$ cat src/mmt_pkg.sv
// Shared types and codes for the multiset membership table.
package mmt_pkg;

   localparam int ACTION_BITS = 2;
   localparam int STATUS_BITS = 2;
   localparam int OCC_BITS    = 5;
   localparam int IN_BITS     = 32;

   localparam logic [ACTION_BITS-1:0] ACT_ADD   = 2'd0;
   localparam logic [ACTION_BITS-1:0] ACT_DEL   = 2'd1;
   localparam logic [ACTION_BITS-1:0] ACT_QUERY = 2'd2;

   localparam logic [STATUS_BITS-1:0] ST_OK     = 2'd0;
   localparam logic [STATUS_BITS-1:0] ST_FULL   = 2'd1;
   localparam logic [STATUS_BITS-1:0] ST_ABSENT = 2'd2;

   // controller -> datapath
   typedef struct packed {
      logic load;     // capture request transaction
      logic match;    // compare value against all slots
      logic update;   // commit slot change and load response register
   } cmd_type;

   // datapath -> controller
   typedef struct packed {
      logic out_free; // response register empty or draining this cycle
   } stat_type;

endpackage

$ cat src/mmt_ctrl.sv
// Controller state machine for the multiset membership table.
module mmt_ctrl (
   input  logic               clock,
   input  logic               reset,
   input  logic               req_tvalid,
   output logic               req_tready,
   input  mmt_pkg::stat_type  stat,
   output mmt_pkg::cmd_type   cmd
);
   import mmt_pkg::*;

   localparam logic [1:0] S_IDLE   = 2'd0;
   localparam logic [1:0] S_MATCH  = 2'd1;
   localparam logic [1:0] S_UPDATE = 2'd2;

   logic [1:0] state_ff;
   logic [1:0] state_in;

   always_comb begin
      state_in   = state_ff;
      req_tready = 1'b0;
      cmd        = '0;
      case (state_ff)
         S_IDLE: begin
            req_tready = 1'b1;
            if (req_tvalid) begin
               cmd.load = 1'b1;
               state_in = S_MATCH;
            end
         end
         S_MATCH: begin
            cmd.match = 1'b1;
            state_in  = S_UPDATE;
         end
         S_UPDATE: begin
            // commit only once the response register can take the result
            if (stat.out_free) begin
               cmd.update = 1'b1;
               req_tready = 1'b1;
               if (req_tvalid) begin
                  cmd.load = 1'b1;
                  state_in = S_MATCH;
               end else begin
                  state_in = S_IDLE;
               end
            end
         end
         default: begin
            state_in = S_IDLE;
         end
      endcase
   end

   always_ff @(posedge clock) begin
      if (reset) begin
         state_ff <= S_IDLE;
      end else begin
         state_ff <= state_in;
      end
   end

   a_match_follows_load: assert property (@(posedge clock) disable iff (reset)
      cmd.load |=> cmd.match)
      else $error("match step did not follow request load");

   a_update_after_match: assert property (@(posedge clock) disable iff (reset)
      cmd.update |-> $past(cmd.match) || $past(state_ff == S_UPDATE))
      else $error("update without a preceding match");

   a_update_needs_room: assert property (@(posedge clock) disable iff (reset)
      cmd.update |-> stat.out_free)
      else $error("update while response register is full");

endmodule

$ cat src/mmt_datapath.sv
// Slot table, parallel match, first-hit/first-free pick and response register.
module mmt_datapath #(
   parameter int CAPACITY   = 16,
   parameter int VALUE_BITS = 32
) (
   input  logic                             clock,
   input  logic                             reset,
   input  mmt_pkg::cmd_type                 cmd,
   output mmt_pkg::stat_type                stat,
   input  logic [mmt_pkg::ACTION_BITS-1:0]  req_action,
   input  logic [mmt_pkg::IN_BITS-1:0]      req_value,
   input  logic                             rsp_tready,
   output logic                             rsp_tvalid,
   output logic                             rsp_found,
   output logic [mmt_pkg::STATUS_BITS-1:0]  rsp_status,
   output logic [mmt_pkg::OCC_BITS-1:0]     rsp_occupancy
);
   import mmt_pkg::*;

   logic [VALUE_BITS-1:0]  value_ext;
   logic [ACTION_BITS-1:0] act_ff;
   logic [VALUE_BITS-1:0]  val_ff;
   logic [VALUE_BITS-1:0]  slot_val_ff [CAPACITY];
   logic [CAPACITY-1:0]    slot_vld_ff;
   logic [CAPACITY-1:0]    slot_vld_in;
   logic [CAPACITY-1:0]    hit_vec_ff;
   logic [CAPACITY-1:0]    free_vec_ff;
   logic [CAPACITY-1:0]    hit_first;
   logic [CAPACITY-1:0]    free_first;
   logic [CAPACITY-1:0]    wr_sel;
   logic [OCC_BITS-1:0]    count_ff;
   logic [OCC_BITS-1:0]    count_in;
   logic                   hit_any;
   logic                   free_any;
   logic [STATUS_BITS-1:0] status_calc;
   logic                   rsp_valid_ff;
   logic                   rsp_valid_in;
   logic                   rsp_found_ff;
   logic [STATUS_BITS-1:0] rsp_status_ff;
   logic [OCC_BITS-1:0]    rsp_occ_ff;

   generate
      if (VALUE_BITS <= IN_BITS) begin : g_trunc
         assign value_ext = req_value[VALUE_BITS-1:0];
      end else begin : g_ext
         assign value_ext = {{(VALUE_BITS-IN_BITS){1'b0}}, req_value};
      end
   endgenerate

   // request capture
   always_ff @(posedge clock) begin
      if (cmd.load) begin
         act_ff <= req_action;
         val_ff <= value_ext;
      end
   end

   // match step: one comparator per slot
   always_ff @(posedge clock) begin
      if (cmd.match) begin
         for (int i = 0; i < CAPACITY; i++) begin
            hit_vec_ff[i] <= slot_vld_ff[i] && (slot_val_ff[i] == val_ff);
         end
         free_vec_ff <= ~slot_vld_ff;
      end
   end

   // isolate lowest set bit
   assign hit_first  = hit_vec_ff & (~hit_vec_ff + CAPACITY'(1));
   assign free_first = free_vec_ff & (~free_vec_ff + CAPACITY'(1));
   assign hit_any    = |hit_vec_ff;
   assign free_any   = |free_vec_ff;

   always_comb begin
      slot_vld_in = slot_vld_ff;
      count_in    = count_ff;
      wr_sel      = '0;
      status_calc = ST_OK;
      case (act_ff)
         ACT_ADD: begin
            if (free_any) begin
               wr_sel      = free_first;
               slot_vld_in = slot_vld_ff | free_first;
               count_in    = count_ff + OCC_BITS'(1);
            end else begin
               status_calc = ST_FULL;
            end
         end
         ACT_DEL: begin
            if (hit_any) begin
               slot_vld_in = slot_vld_ff & ~hit_first;
               count_in    = count_ff - OCC_BITS'(1);
            end else begin
               status_calc = ST_ABSENT;
            end
         end
         default: begin
            // query and unused code: look only
         end
      endcase
   end

   always_ff @(posedge clock) begin
      if (cmd.update) begin
         for (int i = 0; i < CAPACITY; i++) begin
            if (wr_sel[i]) begin
               slot_val_ff[i] <= val_ff;
            end
         end
      end
   end

   always_ff @(posedge clock) begin
      if (reset) begin
         slot_vld_ff <= '0;
         count_ff    <= '0;
      end else if (cmd.update) begin
         slot_vld_ff <= slot_vld_in;
         count_ff    <= count_in;
      end
   end

   // response register
   assign stat.out_free = !rsp_valid_ff || rsp_tready;
   assign rsp_valid_in  = cmd.update ? 1'b1 : (rsp_tready ? 1'b0 : rsp_valid_ff);

   always_ff @(posedge clock) begin
      if (reset) begin
         rsp_valid_ff <= 1'b0;
      end else begin
         rsp_valid_ff <= rsp_valid_in;
      end
   end

   always_ff @(posedge clock) begin
      if (cmd.update) begin
         rsp_found_ff  <= hit_any;
         rsp_status_ff <= status_calc;
         rsp_occ_ff    <= count_in;
      end
   end

   assign rsp_tvalid    = rsp_valid_ff;
   assign rsp_found     = rsp_found_ff;
   assign rsp_status    = rsp_status_ff;
   assign rsp_occupancy = rsp_occ_ff;

   a_count_tracks_valid: assert property (@(posedge clock) disable iff (reset)
      count_ff == OCC_BITS'($countones(slot_vld_ff)))
      else $error("stored count out of step with valid slots");

   a_update_sets_rsp: assert property (@(posedge clock) disable iff (reset)
      cmd.update |=> rsp_valid_ff)
      else $error("update did not present a response");

   a_one_slot_change: assert property (@(posedge clock) disable iff (reset)
      $onehot0(slot_vld_in ^ slot_vld_ff))
      else $error("more than one slot changes in an update");

endmodule

$ cat src/multiset_membership_table.sv
// Top level of the multiset membership table: bounded bag of values in valid-tagged slots.
//
// Channel  Dir  Handshake              Payload
// req      in   req_tvalid/req_tready  tuser: action[1:0]; tdata: value[31:0]
// rsp      out  rsp_tvalid/rsp_tready  tdata: found[0], status[2:1], occupancy[7:3]
//
// Each item goes through a match step comparing the value against every slot
// in parallel, then an update step that picks the lowest hit or lowest free slot
// and loads the response register. The next request is accepted in the update step.
// Synchronous active-high reset clears all valid tags and the count; slot values
// are not cleared (an invalid slot is never compared as a hit).
// A stalled rsp holds the update step; one result waits while the next request
// is accepted and matched.
module multiset_membership_table #(
   parameter int CAPACITY   = 16,
   parameter int VALUE_BITS = 32
) (
   input  logic        clock,
   input  logic        reset,
   // request transaction
   input  logic        req_tvalid,
   output logic        req_tready,
   input  logic [31:0] req_tdata,   // [31:0] value
   input  logic [7:0]  req_tuser,   // [1:0] action, [7:2] zero
   // response transaction
   output logic        rsp_tvalid,
   input  logic        rsp_tready,
   output logic [7:0]  rsp_tdata    // [0] found, [2:1] status, [7:3] occupancy
);
   import mmt_pkg::*;

   cmd_type                cmd;
   stat_type               stat;
   logic                   rsp_found;
   logic [STATUS_BITS-1:0] rsp_status;
   logic [OCC_BITS-1:0]    rsp_occupancy;

   // sequencing: idle / match / update
   mmt_ctrl u_ctrl (
      .clock      (clock),
      .reset      (reset),
      .req_tvalid (req_tvalid),
      .req_tready (req_tready),
      .stat       (stat),
      .cmd        (cmd)
   );

   // slot table and response register
   mmt_datapath #(
      .CAPACITY   (CAPACITY),
      .VALUE_BITS (VALUE_BITS)
   ) u_datapath (
      .clock         (clock),
      .reset         (reset),
      .cmd           (cmd),
      .stat          (stat),
      .req_action    (req_tuser[ACTION_BITS-1:0]),
      .req_value     (req_tdata),
      .rsp_tready    (rsp_tready),
      .rsp_tvalid    (rsp_tvalid),
      .rsp_found     (rsp_found),
      .rsp_status    (rsp_status),
      .rsp_occupancy (rsp_occupancy)
   );

   assign rsp_tdata = {rsp_occupancy, rsp_status, rsp_found};

endmodule
$ cat config.mk
export PLATFORM = sky130hd
export DESIGN_NAME = multiset_membership_table
export DESIGN_NICKNAME = d
export VERILOG_FILES = /design/src/mmt_pkg.sv /design/src/mmt_ctrl.sv /design/src/mmt_datapath.sv /design/src/multiset_membership_table.sv
export SDC_FILE = /design/constraint.sdc
export NUM_CORES = 1
export LEC_CHECK = 0
export BUFFER_PORTS_ARGS = -buffer_cell sky130_fd_sc_hd__buf_2
export CAP_MARGIN = 10
export CORE_UTILIZATION = 62
export CTS_CLUSTER_DIAMETER = 120
export DETAILED_ROUTE_END_ITERATION = 16
export GPL_TIMING_DRIVEN = 0
export PLACE_DENSITY = 0.87
export SYNTH_ARGS = -nofsm -noshare
export SYNTH_HDL_FRONTEND = slang
export SYNTH_SLANG_ARGS = --single-unit
$ cat constraint.sdc
create_clock -name clock -period 4.1 [get_ports clock]
set_input_delay 0.615 -clock clock [delete_from_list [all_inputs] [get_ports clock]]
set_output_delay 0.615 -clock clock [all_outputs]
set_load 0.02 [all_outputs]
==> metrics.log <==
[metrics] result of the run: complete, but fails checks
[metrics] failing checks: setup timing
[metrics] antenna violations before repair: 1
[metrics] CP required: 4430 ps
[metrics] Seq/Total Area, Yosys: 72.0%
[metrics] Met1 Routed Length: 23800 um
[metrics] area fraction of the dominant cell type after synthesis: 70.1%
[metrics] count of inserted antenna diode cells: 0
[metrics] biggest fanout along the worst timing path: 17
[metrics] capturing element type of the critical path: flop
[metrics] reg2reg start: u_datapath.val_ff[4]
[metrics] total global routing track utilization: 34.1%
[metrics] clock buffers created by TritonCTS: 57
[metrics] transition time of the tightest slew-check pin: 1340 ps
[metrics] type of origin of the critical path: flop
[metrics] die outline area: 41300 sq um
[metrics] vias in the first global route: 14500
[metrics] iteration-0 DRC count of the detailed router: 1991
[metrics] Clk pin slew, worst setup/hold paths: 70 ps
[metrics] final count of hold timing violations: 0
[metrics] HPWL reported at the end of detailed placement: 41700 um
[metrics] EDFF count, synth: 586
[metrics] routed wirelength normalized by instance count: 30.5 um
[metrics] total gr overflow: 0
[metrics] Rows: 73
[metrics] Hold Crit Class: input pin to flop
[metrics] Power per Cell Area: 449 nW/um^2
[metrics] number of nets in the synthesized netlist: 1617
[metrics] sequential group share of total power: 54.5%
[metrics] cell area reported after detailed placement: 26200 sq um
[metrics] clock tree from TritonCTS: done
[metrics] crit-path max cell delay: 1070 ps
[metrics] synthesized area per cell: 16.0 sq um
[metrics] Post-synth top flop: sky130_fd_sc_hd__edfxtp_1
[metrics] most common cell after layout, fill and taps aside: sky130_fd_sc_hd__edfxtp_1
[metrics] Initial Utilization: 63.1%
[metrics] cell with the biggest individual delay on the critical path: sky130_fd_sc_hd__edfxtp_1
[metrics] unrepaired setup endpoints after global routing: false
[metrics] WL met3: 8950 um
[metrics] relative slew slack: 10.7%
[metrics] maximum clock rate: 242 MHz
[metrics] reported leakage power: 8.78 nW
[metrics] Clock Path Buffers: 3
[metrics] fraction of layout instances using a drive strength above 1: 13.2%
[metrics] Worst Slack Setup Final: -29.5 ps
[metrics] CTS sink cnt: 610
[metrics] first-pass iteration count of the detailed router: 6
[metrics] post-synthesis async set-or-reset flop share: 0%
[metrics] DRC Markers: 0
[metrics] data arrival time of the worst path: 4460 ps
[metrics] buffers plus inverters on the worst setup path: 2
[metrics] die outline width: 203 um
[metrics] Power Total: 12.8 mW
[metrics] Switching Fraction: 22.3%
[metrics] ratio of final minimum period to clock period: 101%
[metrics] logic gate share of total power: 5.8%
[metrics] instance count of the mapped netlist: 1571
[metrics] start point of the critical path: u_datapath.val_ff[4]
[metrics] #FFs+latches synth: 610
[metrics] netlist area before placement: 25100 sq um
[metrics] vias after detailed routing: 14800
[metrics] Final Slew Violations: 0
[metrics] classification of the worst setup path: flop to flop
[metrics] met2 wire length: 32300 um
[metrics] number of buffers inserted by hold repair at cts: 0
[metrics] Synth area leader: sky130_fd_sc_hd__edfxtp_1
[metrics] Layout Nets: 1767
[metrics] switching component of the power: 2.85 mW
[metrics] core outline area: 39800 sq um
[metrics] IO Count: 54
[metrics] Max Cap Viol: 0
[metrics] clock latency of the later-clocked register in the worst-skew pair: 620 ps
[metrics] H-Tree Depth: 2
[metrics] final setup violating endpoints: 1
[metrics] main area contributors after synthesis: sky130_fd_sc_hd__edfxtp_1 70%, sky130_fd_sc_hd__xnor2_1 15%, sky130_fd_sc_hd__xor2_1 3.1%, sky130_fd_sc_hd__nand4_1 2.7%, sky130_fd_sc_hd__dfxtp_1 1.9%
[metrics] Internal Pwr Total: 9.94 mW
[metrics] maximum number of pins on one net before global-route repair: 34
[metrics] DRT antenna net count: 0
[metrics] Area growth, synth to finish: 13.3%
[metrics] wire length of the first global-routing pass: 97200 um
[metrics] library cell used as clock root buffer: sky130_fd_sc_hd__clkbuf_16
[metrics] chain of cells forming the critical path: clkbuf_1, clkbuf_2, xnor2_1, nand4_1, nor4_1, nand4_1, nor4_1
[metrics] cell area after layout: 28500 sq um
[metrics] crit-path leading delay family: simple AND/OR/NAND/NOR gates
[metrics] Port-buffer cells: 46
[metrics] synth unique cells: 52
[metrics] Via-to-Cell Ratio: 6.45
[metrics] Max Clock Skew: 17.3 ps
[metrics] Clock Power Share: 39.7%
[metrics] highest metal layer with signal wires: met5
[metrics] total routed wirelength: 69800 um
[metrics] worst voltage drop across the vdd grid: 0.315 mV
[metrics] top library cells by usage in the layout, fill and taps aside: 586 x sky130_fd_sc_hd__edfxtp_1, 425 x sky130_fd_sc_hd__xnor2_1, 109 x sky130_fd_sc_hd__nand4_1, 90 x sky130_fd_sc_hd__xor2_1, 57 x sky130_fd_sc_hd__clkbuf_16
[metrics] Syn. warnings: 0
[metrics] fin crit period: 4130 ps
[metrics] pre-CTS worst setup slack: -1180 ps
[metrics] start point of the worst hold path: req_tdata[7]
[metrics] routability congestion estimate from global placement: 0.876
[metrics] die outline height: 203 um
-- synthesized netlist by cell type, drive strengths merged (4+ instances only) --
master,count
xnor2,425
or3,7
nor2,20
nand4,109
a21oi,21
clkbuf,66
edfxtp,586
dfxtp,24
buf,5
a31oi,4
and3,9
xor2,90
nor4,57
o21ai,11
inv,34
nand2,13
nor3,11
nor2b,7
nand3,24
nand4b,4
-- final timing paths --
kind                                     end  slack, ps  depth (start not counted)
setup / recovery    u_datapath.hit_vec_ff[1]        -30                          7
hold reg to reg   u_datapath.slot_vld_ff[11]        500                          1
setup reg to reg    u_datapath.hit_vec_ff[1]        -30                          7
hold / removal          u_datapath.val_ff[7]        170                          1
-- power groups by stage --
stage	sequential, mW	clock (mW)	combinational, mW
6_report	6.97	5.08	0.743
5_1_grt	6.96	5.31	0.765
4_1_cts	6.99	5.08	0.683
3_5_place_dp	7.17	0	0.599
3_3_place_gp	7.17	0	0.572
2_1_floorplan	7.06	0	0.396
-- through the flow --
stage	TNS, ps	util, %	hold WS, ps	instances
3_3_place_gp	-6670	65.3	461	2142
3_5_place_dp	-6600	65.9	483	2152
5_1_grt	0	71.5	162	2292
2_1_floorplan	0	-	438	1571
4_1_cts	0	70.9	151	2273
6_report	-29.5	71.5	172	2292
-- state kept, by name, indices dropped and copies added, names as in the netlist --
register and count:
u_datapath.rsp_found 1, u_datapath.hit_vec_ff 16, u_datapath.rsp_occupancy 5, u_datapath.count_ff 5, u_datapath.act_ff 2, u_datapath.val_ff 32, u_ctrl.state_ff 2, u_datapath.rsp_tvalid 1
u_datapath.slot_val_ff 512, u_datapath.free_vec_ff 16, u_datapath.rsp_status 2, u_datapath.slot_vld_ff 16
-- cell type report --
class / instances / area [sq um]
plain buffers: 71 / 328
clock buffers: 69 / 1470
clock inverters: 36 / 307
fillers: 2362 / 11400
inverters: 34 / 128
multi-input cells: 856 / 6680
flip-flops and latches: 610 / 18100
well taps: 525 / 657
repair buffers: 91 / 808
-- cell families after synthesis --
kind of cell / share of synthesized area [%]
AOI/OAI and AO/OA: 1.41
xor gates and xnor gates: 18.0
adders and majority gates: 0.0996
buffers and inverters: 1.68
DFF: 72.0
muxes: 0.134
and+or+nand+nor: 6.75
-- metal layers --
layer  GRT usage (%)  vias up
met2            53.5     1148
met3            7.93      264
met5               0        -
met4            21.8        2
met1            43.1     7280
li1                -     6080
-- timing repair --
item                                    4_1_cts  5_1_grt
setup buffers                                16       17
endpoints found under the setup margin       15        9
gates resized for setup                      29       10
No activity file was read; power rests on OpenSTA's default activity.
